File: config.mk
export PLATFORM = sky130hd
export DESIGN_NAME = argb_pixel_effect
export DESIGN_NICKNAME = d
export VERILOG_FILES = /design/src/ape_pkg.sv /design/src/argb_pixel_effect.sv /design/src/ape_regs.sv /design/src/ape_datapath.sv
export SDC_FILE = /design/constraint.sdc
export NUM_CORES = 1
export LEC_CHECK = 0
export BUFFER_PORTS_ARGS = -buffer_cell sky130_fd_sc_hd__buf_2
export CELL_PAD_IN_SITES_DETAIL_PLACEMENT = 1
export CELL_PAD_IN_SITES_GLOBAL_PLACEMENT = 2
export CORE_ASPECT_RATIO = 2
export CORE_MARGIN = 2
export CORE_UTILIZATION = 46
export DETAILED_ROUTE_END_ITERATION = 8
export PLACE_DENSITY_LB_ADDON = 0.12
export RECOVER_POWER = 25
export SKIP_LAST_GASP = 1
export SLEW_MARGIN = 20
export SYNTH_ARGS = -nofsm -noshare
export SYNTH_HDL_FRONTEND = slang
export SYNTH_SLANG_ARGS = --single-unit
File: constraint.sdc
create_clock -name clk -period 18.5 [get_ports clk]
set_input_delay 0.925 -clock clk [delete_from_list [all_inputs] [get_ports clk]]
set_output_delay 0.925 -clock clk [all_outputs]
set_load 0.05 [all_outputs]
File: src/ape_pkg.sv
package ape_pkg;

    // register map index, byte address is 4 times this
    typedef enum logic [1:0] {
        REG_SATURATION = 2'd0,
        REG_BRIGHTNESS = 2'd1,
        REG_OPACITY    = 2'd2,
        REG_BACKGROUND = 2'd3
    } reg_idx_t;

    localparam int unsigned ADDR_W = 4;
    localparam int unsigned DATA_W = 32;

    // reset values of the registers
    localparam logic [10:0] SAT_OFF        = 11'h7FF;
    localparam logic [8:0]  BRIGHT_RESET   = 9'h000;
    localparam logic [7:0]  OPACITY_RESET  = 8'hFF;
    localparam logic [31:0] BG_RESET       = 32'hFF00_0000;

    // luma weights, sum to 256
    localparam logic [7:0] LUMA_R = 8'd77;
    localparam logic [7:0] LUMA_G = 8'd151;
    localparam logic [7:0] LUMA_B = 8'd28;

    localparam logic [7:0] CHAN_MAX = 8'hFF;

    // register contents as seen by the datapath
    typedef struct packed {
        logic [10:0] saturation;
        logic [8:0]  brightness;
        logic [7:0]  opacity;
        logic [31:0] background_color;
    } cfg_t;

    // per-stage load enables from the pipeline control
    typedef struct packed {
        logic s1;
        logic s2;
        logic s3;
        logic s4;
    } stage_en_t;

endpackage

File: src/argb_pixel_effect.sv
// a word accepted into the first stage moves through each register stage in turn to the output
// throughput: one word per cycle while m_axis_tready is high, four register stages with their own valid bits
// a stage loads whenever it is empty or the stage after it moves, so a held
// output word does not block earlier stages from filling
// reset: rst_n asynchronous active low, clears valid bits and loads register defaults
// (saturation off, brightness 0, opacity 255, background 0xFF000000)
module argb_pixel_effect (
    input  logic                          clk,
    input  logic                          rst_n,
    input  logic                          s_axis_tvalid,
    output logic                          s_axis_tready,
    input  logic [31:0]                   s_axis_tdata,   // [31:0] src_pixel
    output logic                          m_axis_tvalid,
    input  logic                          m_axis_tready,
    output logic [31:0]                   m_axis_tdata,   // [31:0] out_pixel
    output logic [0:0]                    m_axis_tuser,   // [0] drawn
    input  logic                          psel,
    input  logic                          penable,
    input  logic                          pwrite,
    input  logic [ape_pkg::ADDR_W-1:0]    paddr,
    input  logic [ape_pkg::DATA_W-1:0]    pwdata,
    output logic [ape_pkg::DATA_W-1:0]    prdata,
    output logic                          pready
);
    import ape_pkg::*;

    cfg_t      cfg;
    stage_en_t en;
    logic      v1_reg, v2_reg, v3_reg, v4_reg;
    logic      v1_next, v2_next, v3_next, v4_next;
    logic      drawn;

    ape_regs u_regs (
        .clk     (clk),
        .rst_n   (rst_n),
        .psel    (psel),
        .penable (penable),
        .pwrite  (pwrite),
        .paddr   (paddr),
        .pwdata  (pwdata),
        .prdata  (prdata),
        .pready  (pready),
        .cfg     (cfg)
    );

    // ready chain, each stage loads when empty or draining
    always_comb
    begin
        en.s4 = !v4_reg || m_axis_tready;
        en.s3 = !v3_reg || en.s4;
        en.s2 = !v2_reg || en.s3;
        en.s1 = !v1_reg || en.s2;
    end

    // valid bits follow the data
    always_comb
    begin
        v1_next = en.s1 ? s_axis_tvalid : v1_reg;
        v2_next = en.s2 ? v1_reg : v2_reg;
        v3_next = en.s3 ? v2_reg : v3_reg;
        v4_next = en.s4 ? v3_reg : v4_reg;
    end

    always_ff @(posedge clk or negedge rst_n)
    begin
        if (!rst_n)
        begin
            v1_reg <= 1'b0;
            v2_reg <= 1'b0;
            v3_reg <= 1'b0;
            v4_reg <= 1'b0;
        end
        else
        begin
            v1_reg <= v1_next;
            v2_reg <= v2_next;
            v3_reg <= v3_next;
            v4_reg <= v4_next;
        end
    end

    ape_datapath u_datapath (
        .clk       (clk),
        .cfg       (cfg),
        .en        (en),
        .src_pixel (s_axis_tdata),
        .out_pixel (m_axis_tdata),
        .drawn     (drawn)
    );

    assign s_axis_tready   = en.s1;
    assign m_axis_tvalid   = v4_reg;
    assign m_axis_tuser[0] = drawn;

    // an accepted word always lands in stage 1
    a_accept_fills: assert property (@(posedge clk) disable iff (!rst_n)
        s_axis_tvalid && s_axis_tready |=> v1_reg)
        else $error("accepted word not captured in stage 1");

    // a full stage 3 behind a stalled output keeps its word
    a_s3_holds: assert property (@(posedge clk) disable iff (!rst_n)
        v3_reg && v4_reg && !m_axis_tready |=> v3_reg)
        else $error("stage 3 word lost during stall");

    // a word moving out of stage 3 reaches the output stage
    a_s3_to_s4: assert property (@(posedge clk) disable iff (!rst_n)
        v3_reg && en.s4 |=> v4_reg)
        else $error("stage 3 word dropped on advance");

    // an undrawn result carries a zero pixel
    a_undrawn_zero: assert property (@(posedge clk) disable iff (!rst_n)
        m_axis_tvalid && !m_axis_tuser[0] |-> m_axis_tdata == 32'h0)
        else $error("undrawn result with nonzero pixel");

endmodule

File: src/ape_regs.sv
module ape_regs (
    input  logic                          clk,
    input  logic                          rst_n,
    input  logic                          psel,
    input  logic                          penable,
    input  logic                          pwrite,
    input  logic [ape_pkg::ADDR_W-1:0]    paddr,
    input  logic [ape_pkg::DATA_W-1:0]    pwdata,
    output logic [ape_pkg::DATA_W-1:0]    prdata,
    output logic                          pready,
    output ape_pkg::cfg_t                 cfg
);
    import ape_pkg::*;

    cfg_t     cfg_reg;
    cfg_t     cfg_next;
    reg_idx_t idx;
    logic     wr_en;

    assign pready = 1'b1;
    assign idx    = reg_idx_t'(paddr[ADDR_W-1:2]);
    assign wr_en  = psel && penable && pwrite && pready && (paddr[1:0] == 2'b00);

    // register write decode
    always_comb
    begin
        cfg_next = cfg_reg;
        if (wr_en)
        begin
            case (idx)
                REG_SATURATION: cfg_next.saturation       = pwdata[10:0];
                REG_BRIGHTNESS: cfg_next.brightness       = pwdata[8:0];
                REG_OPACITY:    cfg_next.opacity          = pwdata[7:0];
                REG_BACKGROUND: cfg_next.background_color = pwdata;
                default:        cfg_next = cfg_reg;
            endcase
        end
    end

    always_ff @(posedge clk or negedge rst_n)
    begin
        if (!rst_n)
        begin
            cfg_reg.saturation       <= SAT_OFF;
            cfg_reg.brightness       <= BRIGHT_RESET;
            cfg_reg.opacity          <= OPACITY_RESET;
            cfg_reg.background_color <= BG_RESET;
        end
        else
        begin
            cfg_reg <= cfg_next;
        end
    end

    // read back, signed registers sign extended
    always_comb
    begin
        prdata = '0;
        if (paddr[1:0] == 2'b00)
        begin
            case (idx)
                REG_SATURATION: prdata = {{21{cfg_reg.saturation[10]}}, cfg_reg.saturation};
                REG_BRIGHTNESS: prdata = {{23{cfg_reg.brightness[8]}}, cfg_reg.brightness};
                REG_OPACITY:    prdata = {24'h0, cfg_reg.opacity};
                REG_BACKGROUND: prdata = cfg_reg.background_color;
                default:        prdata = '0;
            endcase
        end
    end

    assign cfg = cfg_reg;

endmodule

File: src/ape_datapath.sv
module ape_datapath (
    input  logic              clk,
    input  ape_pkg::cfg_t     cfg,
    input  ape_pkg::stage_en_t en,
    input  logic [31:0]       src_pixel,
    output logic [31:0]       out_pixel,
    output logic              drawn
);
    import ape_pkg::*;

    // stage 1: source word and luma
    logic [31:0] px1_reg;
    logic [7:0]  gray1_reg;
    logic [15:0] gray_sum;

    // stage 2: chroma products and alpha product
    logic [31:0]             px2_reg;
    logic [7:0]              gray2_reg;
    logic [2:0][19:0]        prod2_reg;
    logic [2:0][19:0]        prod2_next;
    logic [15:0]             ap2_reg;

    // stage 3: saturated channels and scaled alpha
    logic [2:0][7:0] chan3_reg;
    logic [2:0][7:0] chan3_next;
    logic [7:0]      alpha3_reg;
    logic [16:0]     alpha_q;

    // stage 4: output word
    logic [31:0] pix4_reg;
    logic [31:0] pix4_next;
    logic        drawn4_reg;
    logic        drawn4_next;
    logic [2:0][7:0] chan4;

    logic sat_en;

    assign sat_en = (cfg.saturation != SAT_OFF);

    // luma from the source word
    assign gray_sum = 16'(src_pixel[23:16]) * 16'(LUMA_R)
                    + 16'(src_pixel[15:8])  * 16'(LUMA_G)
                    + 16'(src_pixel[7:0])   * 16'(LUMA_B);

    always_ff @(posedge clk)
    begin
        if (en.s1)
        begin
            px1_reg   <= src_pixel;
            gray1_reg <= gray_sum[15:8];
        end
    end

    // distance from gray times gain
    always_comb
    begin
        logic signed [8:0]  diff;
        logic signed [10:0] gain;
        logic signed [19:0] prod;
        gain = $signed(cfg.saturation);
        for (int c = 0; c < 3; c++)
        begin
            diff = $signed({1'b0, px1_reg[8*c +: 8]}) - $signed({1'b0, gray1_reg});
            prod = diff * gain;
            prod2_next[c] = prod;
        end
    end

    always_ff @(posedge clk)
    begin
        if (en.s2)
        begin
            px2_reg   <= px1_reg;
            gray2_reg <= gray1_reg;
            prod2_reg <= prod2_next;
            ap2_reg   <= 16'(px1_reg[31:24]) * 16'(cfg.opacity);
        end
    end

    // floor shift, add back gray, clamp, or pass the source channels when saturation is off; alpha over 255
    always_comb
    begin
        logic signed [11:0] shifted;
        logic signed [12:0] sum;
        for (int c = 0; c < 3; c++)
        begin
            shifted = $signed(prod2_reg[c][19:8]);
            sum     = $signed({5'b0, gray2_reg}) + 13'(shifted);
            if (!sat_en)
                chan3_next[c] = px2_reg[8*c +: 8];
            else if (sum < 0)
                chan3_next[c] = 8'h00;
            else if (sum > $signed({5'b0, CHAN_MAX}))
                chan3_next[c] = CHAN_MAX;
            else
                chan3_next[c] = sum[7:0];
        end
    end

    assign alpha_q = (17'(ap2_reg) + 17'(ap2_reg[15:8]) + 17'd1) >> 8;

    always_ff @(posedge clk)
    begin
        if (en.s3)
        begin
            chan3_reg  <= chan3_next;
            alpha3_reg <= alpha_q[7:0];
        end
    end

    // brightness, clamp and final select
    always_comb
    begin
        logic signed [10:0] bsum;
        for (int c = 0; c < 3; c++)
        begin
            bsum = $signed({3'b0, chan3_reg[c]}) + 11'($signed(cfg.brightness));
            if (bsum < 0)
                chan4[c] = 8'h00;
            else if (bsum > $signed({3'b0, CHAN_MAX}))
                chan4[c] = CHAN_MAX;
            else
                chan4[c] = bsum[7:0];
        end
        if (cfg.opacity == 8'h00)
        begin
            pix4_next   = '0;
            drawn4_next = 1'b0;
        end
        else if (alpha3_reg == 8'h00)
        begin
            pix4_next   = cfg.background_color;
            drawn4_next = 1'b1;
        end
        else
        begin
            pix4_next   = {alpha3_reg, chan4[2], chan4[1], chan4[0]};
            drawn4_next = 1'b1;
        end
    end

    always_ff @(posedge clk)
    begin
        if (en.s4)
        begin
            pix4_reg   <= pix4_next;
            drawn4_reg <= drawn4_next;
        end
    end

    assign out_pixel = pix4_reg;
    assign drawn     = drawn4_reg;

endmodule
# Word-level counts from Yosys, hierarchy flattened
# Index checks and enable logic that the tools add are counted.
# W data, S select, Z words.
[word_totals]
ff_bits = 277
latchBits = 0
mem_bits_rw = 0
romBits = 0
inputBits = 75
output_inout_bits = 68
wordCells = 96
memories = 0
[op_classes]
addsub = 13
n_mul = 7
div = 0
magnitude_cmp = 12
eq_ne = 4
n_shift = 0
n_mux = 19
bitwise = 0
reduce_logical = 19
[op_table]
columns = ["operator", "count"]
rows = [
  ["$pmux W32 S4", 1],
  ["$mux W8", 15],
  ["$mux W32", 2],
  ["$mul A9 B11 Y20", 3],
  ["$add A9 B12 Y13", 3],
  ["$gt A13 B9 Y1 const B", 3],
  ["$lt A13 B1 Y1 const B", 3],
  ["$add A9 B9 Y10", 3],
  ["$gt A10 B9 Y1 const B", 3],
  ["$lt A10 B1 Y1 const B", 3],
  ["$sub A8 B8 Y9", 3],
  ["$add A15 B16 Y16", 1],
  ["$add A16 B1 Y16 const B", 1],
  ["$add A16 B13 Y16", 1],
  ["$add A16 B8 Y16", 1],
  ["$logic_not A8 Y1", 2],
  ["$mul A8 B8 Y16", 1],
  ["$mul A8 B8 Y16 const B", 1],
  ["$mul A8 B7 Y15 const B", 1],
  ["$mul A8 B3 Y11 const B", 1],
  ["$ne A11 B11 Y1 const B", 1],
  ["$reduce_and A2 Y1", 4],
  ["$eq A2 B2 Y1 const B", 2],
  ["$logic_not A1 Y1", 4],
  ["5 further kinds", 11],
]

# Depth between registers and ports, before layout
# Gate-level depths: netlist (run 1).
[logic_depth]
word_depth = 5
ltp_mapped = 28
ltp_nobuf = 27

# Cells and area by module
# From an unflattened synthesis (run 1), not the netlist that was laid out.
[unflattened]
hier_cells = 2665
area_unflattened_um2 = 28284.6
[by_module_without_submodules]
columns = ["mod", "n_inst", "cells_per_inst", "area_per_inst_um2", "seq_area_each_um2"]
rows = [
  ["ape_datapath", 1, 2432, 25227.9, 5675.4],
  ["ape_regs", 1, 220, 2887.8, 1535.2],
  ["argb_pixel_effect", 1, 13, 168.9, 100.1],
]

# Worst setup path after synthesis (run 1)
# OpenSTA, ideal clock, no wires.
[synth_path]
kind = "flip-flop to flip-flop"
start = "register u_datapath.gray1_reg[1]"
end = "register u_datapath.prod2_reg[59] (netlist name), data pin"
t_arrival_ps = 6353
required_time_ps = 18234
path_slack_ps = 11881
path_stages_with_launch = 28
n_path_buf = 1
synth_period_minus_slack_ps = 6619
path_cell_list = "edfxtp_1 inv_1 ha_1 nor2b_1 o21ai_0 a21boi_0 o21ai_0 nor2b_1 xnor2_1 clkbuf_1 and2_1 fa_1 inv_1 fa_1 inv_1 fa_1 fa_1 inv_1 fa_1 inv_1 ha_1 nand2_1 o211ai_1 o41ai_1 a21boi_1 o21a_1 o41ai_1 xnor2_1"
[synth_rtl]
columns = ["element", "line_no", "rtl"]
rows = [
  ["from (decl)", "ape_datapath.sv:13", "logic [7:0] gray1_reg;"],
  ["from (signal assigned)", "ape_datapath.sv:50", "gray1_reg <= gray_sum[15:8];"],
  ["to (signal assigned)", "ape_datapath.sv:75", "prod2_reg <= prod2_next;"],
  ["to (decl)", "ape_datapath.sv:19", "logic [2:0][19:0] prod2_reg;"],
]

==> results of run 1 <==
[per-layer routing]
metal  part of all wire [%]  vias to the layer above  track usage [%]
li1                       -                     8899                -
met4                    5.2                        4             11.8
met1                     32                    10200             24.6
met5                  0.036                        -                0
met2                     59                      359             54.4
met3                    3.4                      152             2.37
[metrics by stage]
| stage | util (%) | std cells |
|---|---|---|
| after global placement | 49.3 | 3515 |
| after global routing | 50.5 | 3559 |
| after detailed placement | 49.3 | 3515 |
| final | 50.5 | 3559 |
| after floorplan | - | 2656 |
| after CTS | 50.6 | 3559 |
[layout by cell type, fill, tap and decap left out, drive strengths merged, types with 22 or more instances in the layout]
cell type and count:
o21ai 92, buf 153, and2 204, dfstp 27, xor2 29, edfxtp 189
ha 300, nand2 166, nand3 24, nand2b 66, dfrtp 37, fa 359
inv 422, nor2 112, nor2b 24, xnor2 103, a21oi 131, clkbuf 50
o21a 24, a21o 22, mux2 60
[how the worst max path moves through the flow]
stage                     cells after the start                               from                            endpoint  slack [ns]
after floorplan                              27  u_datapath.gray1_reg[1]$_DFFE_PP_  u_datapath.prod2_reg[59]$_DFFE_PP_       11.88
after global placement                       25  u_datapath.gray1_reg[1]$_DFFE_PP_  u_datapath.prod2_reg[59]$_DFFE_PP_       10.90
after detailed placement                     25  u_datapath.gray1_reg[1]$_DFFE_PP_  u_datapath.prod2_reg[59]$_DFFE_PP_       10.66
after CTS                                    25  u_datapath.gray1_reg[1]$_DFFE_PP_  u_datapath.prod2_reg[59]$_DFFE_PP_       10.59
after global routing                         25  u_datapath.gray1_reg[1]$_DFFE_PP_  u_datapath.prod2_reg[59]$_DFFE_PP_       10.14
final                                        25  u_datapath.gray1_reg[1]$_DFFE_PP_  u_datapath.prod2_reg[59]$_DFFE_PP_       10.64
[cell type report]
type	count	area (um2)
multi-input combinational	1891	18700
sequential	253	7310
inverter	419	1570
fill	6663	29700
tap	774	968
clock inverter	19	196
clock buffer	25	604
timing repair buffer	178	950
[synthesized netlist by cell type, drive strengths merged (3+ instances only)]
| cell | instances | area, um2 |
|---|---|---|
| a2111oi | 3 | 27.5 |
| a211oi | 10 | 75.1 |
| a21boi | 7 | 56.3 |
| a21o | 22 | 165 |
| a21oi | 131 | 659 |
| a221o | 16 | 160 |
| a31oi | 3 | 18.8 |
| and2 | 204 | 1280 |
| and3 | 4 | 25.0 |
| buf | 9 | 45.1 |
| clkbuf | 84 | 315 |
| dfrtp | 37 | 926 |
| dfstp | 27 | 709 |
| edfxtp | 189 | 5680 |
| fa | 359 | 7190 |
| ha | 300 | 3750 |
| inv | 419 | 1570 |
| mux2 | 60 | 676 |
| mux2i | 3 | 30.0 |
| mux4 | 8 | 180 |
| nand2 | 166 | 623 |
| nand2b | 66 | 413 |
| nand3 | 24 | 120 |
| nand4 | 6 | 37.5 |
| nand4b | 5 | 43.8 |
| nand4bb | 3 | 33.8 |
| nor2 | 112 | 420 |
| nor2b | 24 | 150 |
| nor3 | 18 | 90.1 |
| nor4 | 7 | 43.8 |
| o211ai | 6 | 45.0 |
| o21a | 24 | 180 |
| o21ai | 92 | 464 |
| o21bai | 12 | 90.1 |
| o221a | 5 | 56.3 |
| o31a | 4 | 35.0 |
| o41ai | 3 | 26.3 |
| or2 | 7 | 43.8 |
| or3 | 9 | 56.3 |
| or4 | 7 | 56.3 |
| xnor2 | 103 | 902 |
| xor2 | 29 | 254 |
[worst reg2reg max path, stage by stage, from the launching register on]
cell      delay (ns)
edfxtp_1        0.52
inv_1           0.15
ha_1            0.31
nor2b_1         0.14
o21ai_0         0.25
a21boi_0        0.17
o21ai_0         0.34
a21oi_1         0.14
xor2_1          0.70
nand2_1         0.18
fa_1            0.52
fa_1            0.56
inv_1           0.06
fa_1            0.50
fa_1            0.54
inv_1           0.06
fa_1            0.53
inv_1           0.04
ha_1            0.33
nand2_1         0.10
o211ai_1        0.15
o41ai_1         0.45
a21boi_1        0.15
o21a_1          0.24
o41ai_1         0.34
xnor2_1         0.11
[logic make-up (layout without fill, tap and decap cells)]
family / count (synthesis) / after routing / share of synthesized area (%)
AOI/OAI and AO/OA: 358 / 358 / 8.02
xor gates and xnor gates: 132 / 132 / 4.13
adders and majority gates: 659 / 659 / 39.1
buffers and inverters: 512 / 641 / 6.91
DFF: 253 / 253 / 26.1
muxes: 71 / 71 / 3.17
other: 1 / 1 / 0.0134
and+or+nand+nor: 670 / 670 / 12.5
==> impl_metrics.toml, run 1 <==
[logic_synthesis]
postSynth.asyncResetShare_pct = 25.3
ys_types = 75
yosys_warnings = 0
mappedNetlistArea_mm2 = 0.0280
ys_seq_elements = 253
synth_cells = 2656
syn_avg_cell_area_um2 = 10.5
syn_nets = 3390
synth.yosys.seq_area_share_pct = 26.1
synth-edff-count = 189
yosys_most_used_dff = "edfxtp_1"

[drt]
drtIter0Drc = 620
drtAntennaViolNets = 0
routed_via_density = 5.50
drt-total-wl_um = 79700
route.detailed.drc = 0
dr_total_vias = 19600
routedWlPerCell_um = 22.4
first_pass_iters = 4

[cells_and_area]
layout-drive-gt1-share_pct = 11.1
stdcell_area_mm2 = 0.0303
area_growth_pct = 8.49
final_nets = 3501
largest_reg_flops = 60
antenna_cells = 0

[clock_network]
htreeDepth = 1
cts_buffer_depth = 3
clkLatencyLatePin_ns = 0.58
post_cts_resized = 0
postCtsSetupBuffers = 0
ctsHoldBuffers = 0
cts-root-buf = "clkbuf_16"
cts_tree = "yes"
cts_buffers = 24
clock_sinks = 253
clk_pin_slew_worst_paths_ns = 0.07

[critical_path]
crit_path_start_kind = "flop"
crit_slowest_cell = "xor2_1"
critPathMaxStageDelay_ns = 0.70
worst-path-buf-inv = 4
critPathArrivalTime_ns = 8.17
crit_family = "adder cells"
reg2reg_slack_ns = 10.64
crit_top_cell = "fa_1"
critPathCaptureType = "flop"
r2r_cells = 25
r2r-end = "u_datapath.prod2_reg[59]$_DFFE_PP_"
cp_max_fo = 11
required_ns = 18.81
r2r-start = "u_datapath.gray1_reg[1]$_DFFE_PP_"
critPathKind = "flop to flop"

[placement]
pre_cts_ws_ns = 10.66
dpl_cell_area_mm2 = 0.0296
place.gp.congestion = 0.850
portBuffers = 141
dp_hpwl_um = 66600

[sta]
finalHoldViolCount = 0
min_period_ns = 7.86
fin_crit_sh_pct = 42.5
finalSetupTns_ns = 0
max_freq_ghz = 0.127
finalMaxSlewViolations = 65
worst_pin_slew_ns = 3.68
rsz0062_at_grt = "no"
finClkSkew_ns = 0.0298
slew_headroom_pct = -145
whs_ns = 0.451
finalSetupViolCount = 0
layout_setup_ws_ns = 10.64

[global_routing]
grt_max_degree = 73
grt_pass1_wl_um = 126000
grt_usage_pct = 26.2
antenna_found_initial = 4
grt_pass1_vias = 23300
overflow = 0

[floorplanning]
die_w_um = 178
start_util_pct = 46.6
die_y_um = 353
rows = 127
pin_count = 143
core_mm2 = 0.0601
dieArea_mm2 = 0.0629

[hold_path]
hold_class = "flop to flop"
holdPathEnd = "u_datapath.gray2_reg[3]$_DFFE_PP_"
whs_path_depth = 0
hp-start = "u_datapath.gray1_reg[3]$_DFFE_PP_"

[run_status]
status = "complete, but fails checks"
violations = "capacitance limit, slew limit"

[run]
maxCapViolCount = 1
Power of run 1 is not shown: default switching activity piles up to over one toggle a cycle in this logic, so the estimate is an artifact.
==> run 2: changes to the inputs <==
--- a/config.mk
+++ b/config.mk
@@ -10,7 +10,7 @@
 export CELL_PAD_IN_SITES_GLOBAL_PLACEMENT = 2
 export CORE_ASPECT_RATIO = 2
 export CORE_MARGIN = 2
-export CORE_UTILIZATION = 46
+export CORE_UTILIZATION = 38
 export DETAILED_ROUTE_END_ITERATION = 8
 export PLACE_DENSITY_LB_ADDON = 0.12
 export RECOVER_POWER = 25
==> constraint.sdc (replaced) <==
create_clock -name clk -period 7.2 [get_ports clk]
set_input_delay 0.36 -clock clk [delete_from_list [all_inputs] [get_ports clk]]
set_output_delay 0.36 -clock clk [all_outputs]
set_load 0.05 [all_outputs]
==> impl_metrics.toml, run 2 (synthesized netlist as in run 1, its figures left out) <==
[drt]
first_pass_iters = 4
routed_via_density = 5.21
route.detailed.drc = 0
routedWlPerCell_um = 22.1
drt-total-wl_um = 83000
dr_total_vias = 19500
drtAntennaViolNets = 0
drtIter0Drc = 566

[cells_and_area]
area_growth_pct = 10.6
fill_cells = 8031
mostFrequentLayoutCells = "inv_1, fa_1, ha_1, and2_1, edfxtp_1"
layout-drive-gt1-share_pct = 11.5
final_nets = 3545
stdcell_area_mm2 = 0.0309
final_common_cell = "inv_1"
largest_reg_flops = 60

[clock_network]
clkLatencyLatePin_ns = 0.58
cts_buffer_depth = 3
clk_pin_slew_worst_paths_ns = 0.07
htreeDepth = 1
cts_buffers = 26
cts-root-buf = "clkbuf_16"
cts_tree = "yes"
clock_sinks = 253

[hold_path]
hp-start = "pwdata[29]"
hold_class = "input pin to flop"
holdPathEnd = "u_regs.cfg[29]$_DFFE_PN1P_"
whs_path_depth = 2

[critical_path]
reg2reg_slack_ns = 0.38
crit_path_start_kind = "flop"
required_ns = 7.51
r2r_cells = 25
cp_max_fo = 10
r2r-end = "u_datapath.prod2_reg[54]$_DFFE_PP_"
crit_slowest_cell = "fa_1"
crit_top_cell = "fa_1"
critPathArrivalTime_ns = 7.13
critPathCaptureType = "flop"
r2r-start = "u_datapath.gray1_reg[1]$_DFFE_PP_"
critPathKind = "flop to flop"
critPathMaxStageDelay_ns = 0.57

[run]
maxCapViolCount = 2

[floorplanning]
pin_count = 143
core_mm2 = 0.0729
start_util_pct = 38.4
die_w_um = 196
rows = 140
die_y_um = 388
dieArea_mm2 = 0.0759

[global_routing]
antenna_found_initial = 1
grt_pass1_vias = 23000
overflow = 0
grt_max_degree = 69
grt_pass1_wl_um = 130000
grt_usage_pct = 22.6

[sta]
finalHoldViolCount = 0
slew_headroom_pct = -156
finalSetupTns_ns = 0
finalMaxSlewViolations = 99
fin_crit_sh_pct = 94.7
finalSetupViolCount = 0
worst_pin_slew_ns = 3.85
max_freq_ghz = 0.147
rsz0062_at_grt = "no"
min_period_ns = 6.82
finClkSkew_ns = 0.0165

[run_status]
status = "complete, but fails checks"
violations = "capacitance limit, slew limit"

[placement]
dp_hpwl_um = 69700
dpl_cell_area_mm2 = 0.0299
place.gp.congestion = 0.839
portBuffers = 141
-- run 2: changes by cell type in the layout (fill, tap and decap cells not counted), sizes merged --
| cell | previous run | this run |
|---|---|---|
| bufinv | 3 | 1 |
| dlygate4sd3 | 0 | 25 |
| buf | 153 | 166 |
| diode | 0 | 1 |
| clkinv | 12 | 9 |
| inv | 422 | 421 |
| clkbuf | 50 | 64 |
-- run 2: metrics by stage --
| stage | worst slack (ns) | util, % | hold slack, ns | cells |
|---|---|---|---|---|
| 6_report | 0.380 | 42.5 | 0.0399 | 3755 |
| 2_1_floorplan | 0.581 | - | 0.0644 | 2656 |
| 3_3_place_gp | 0.151 | 41.0 | 0.431 | 3680 |
| 5_1_grt | 0.0460 | 42.5 | 0.0241 | 3755 |
| 3_5_place_dp | 0.0417 | 41.0 | 0.443 | 3680 |
| 4_1_cts | 0.162 | 42.5 | 0.00659 | 3753 |
-- run 2: area by class of cell --
type,count,area [um2],share of cell area [%]
clock inverter,13,103,0.332
sequential,253,7310,23.6
antenna,1,2.50,0.00809
tap,923,1150,3.73
multi-input combinational,1891,18800,60.7
timing repair buffer,220,1320,4.26
clock buffer,35,706,2.28
inverter,419,1570,5.08
-- run 2: worst max-delay path: cells and delay by family (launching register included) --
| family | cells | cell delay [ns] |
|---|---|---|
| xor gates and xnor gates | 2 | 0.18 |
| buffers and inverters | 5 | 0.58 |
| adders and majority gates | 7 | 3.13 |
| DFF | 1 | 0.39 |
| and+or+nand+nor | 5 | 1.12 |
| AOI/OAI and AO/OA | 6 | 1.13 |
-- run 2: repair_timing --
item / in CTS / in global routing
setup endpoints to repair: 1 / 5
hold buffers: 25 / 0
resized for setup: 1 / 8
buffers inserted: 0 / 1
pin swaps: 0 / 2
endpoints found under the hold margin: 25 / 0
-- run 2: worst max-delay path by stage --
stage                                            from                                 end  slack [ns]
global route        u_datapath.gray1_reg[1]$_DFFE_PP_  u_datapath.prod2_reg[59]$_DFFE_PP_        0.05
floorplan           u_datapath.gray1_reg[1]$_DFFE_PP_  u_datapath.prod2_reg[59]$_DFFE_PP_        0.58
finish              u_datapath.gray1_reg[1]$_DFFE_PP_  u_datapath.prod2_reg[54]$_DFFE_PP_        0.38
CTS                 u_datapath.gray1_reg[1]$_DFFE_PP_  u_datapath.prod2_reg[59]$_DFFE_PP_        0.16
global placement    u_datapath.gray1_reg[1]$_DFFE_PP_  u_datapath.prod2_reg[59]$_DFFE_PP_        0.15
detailed placement  u_datapath.gray1_reg[1]$_DFFE_PP_  u_datapath.prod2_reg[59]$_DFFE_PP_        0.04
-- run 2: layer usage --
metal	up-vias	track usage, %	routed length, um
met5	-	0	0
met4	0	10.3	4130
met1	10100	21.1	27600
met3	154	1.88	2150
li1	8979	-	-
met2	334	47.7	49000
Power of run 2 is left out for the same reason.
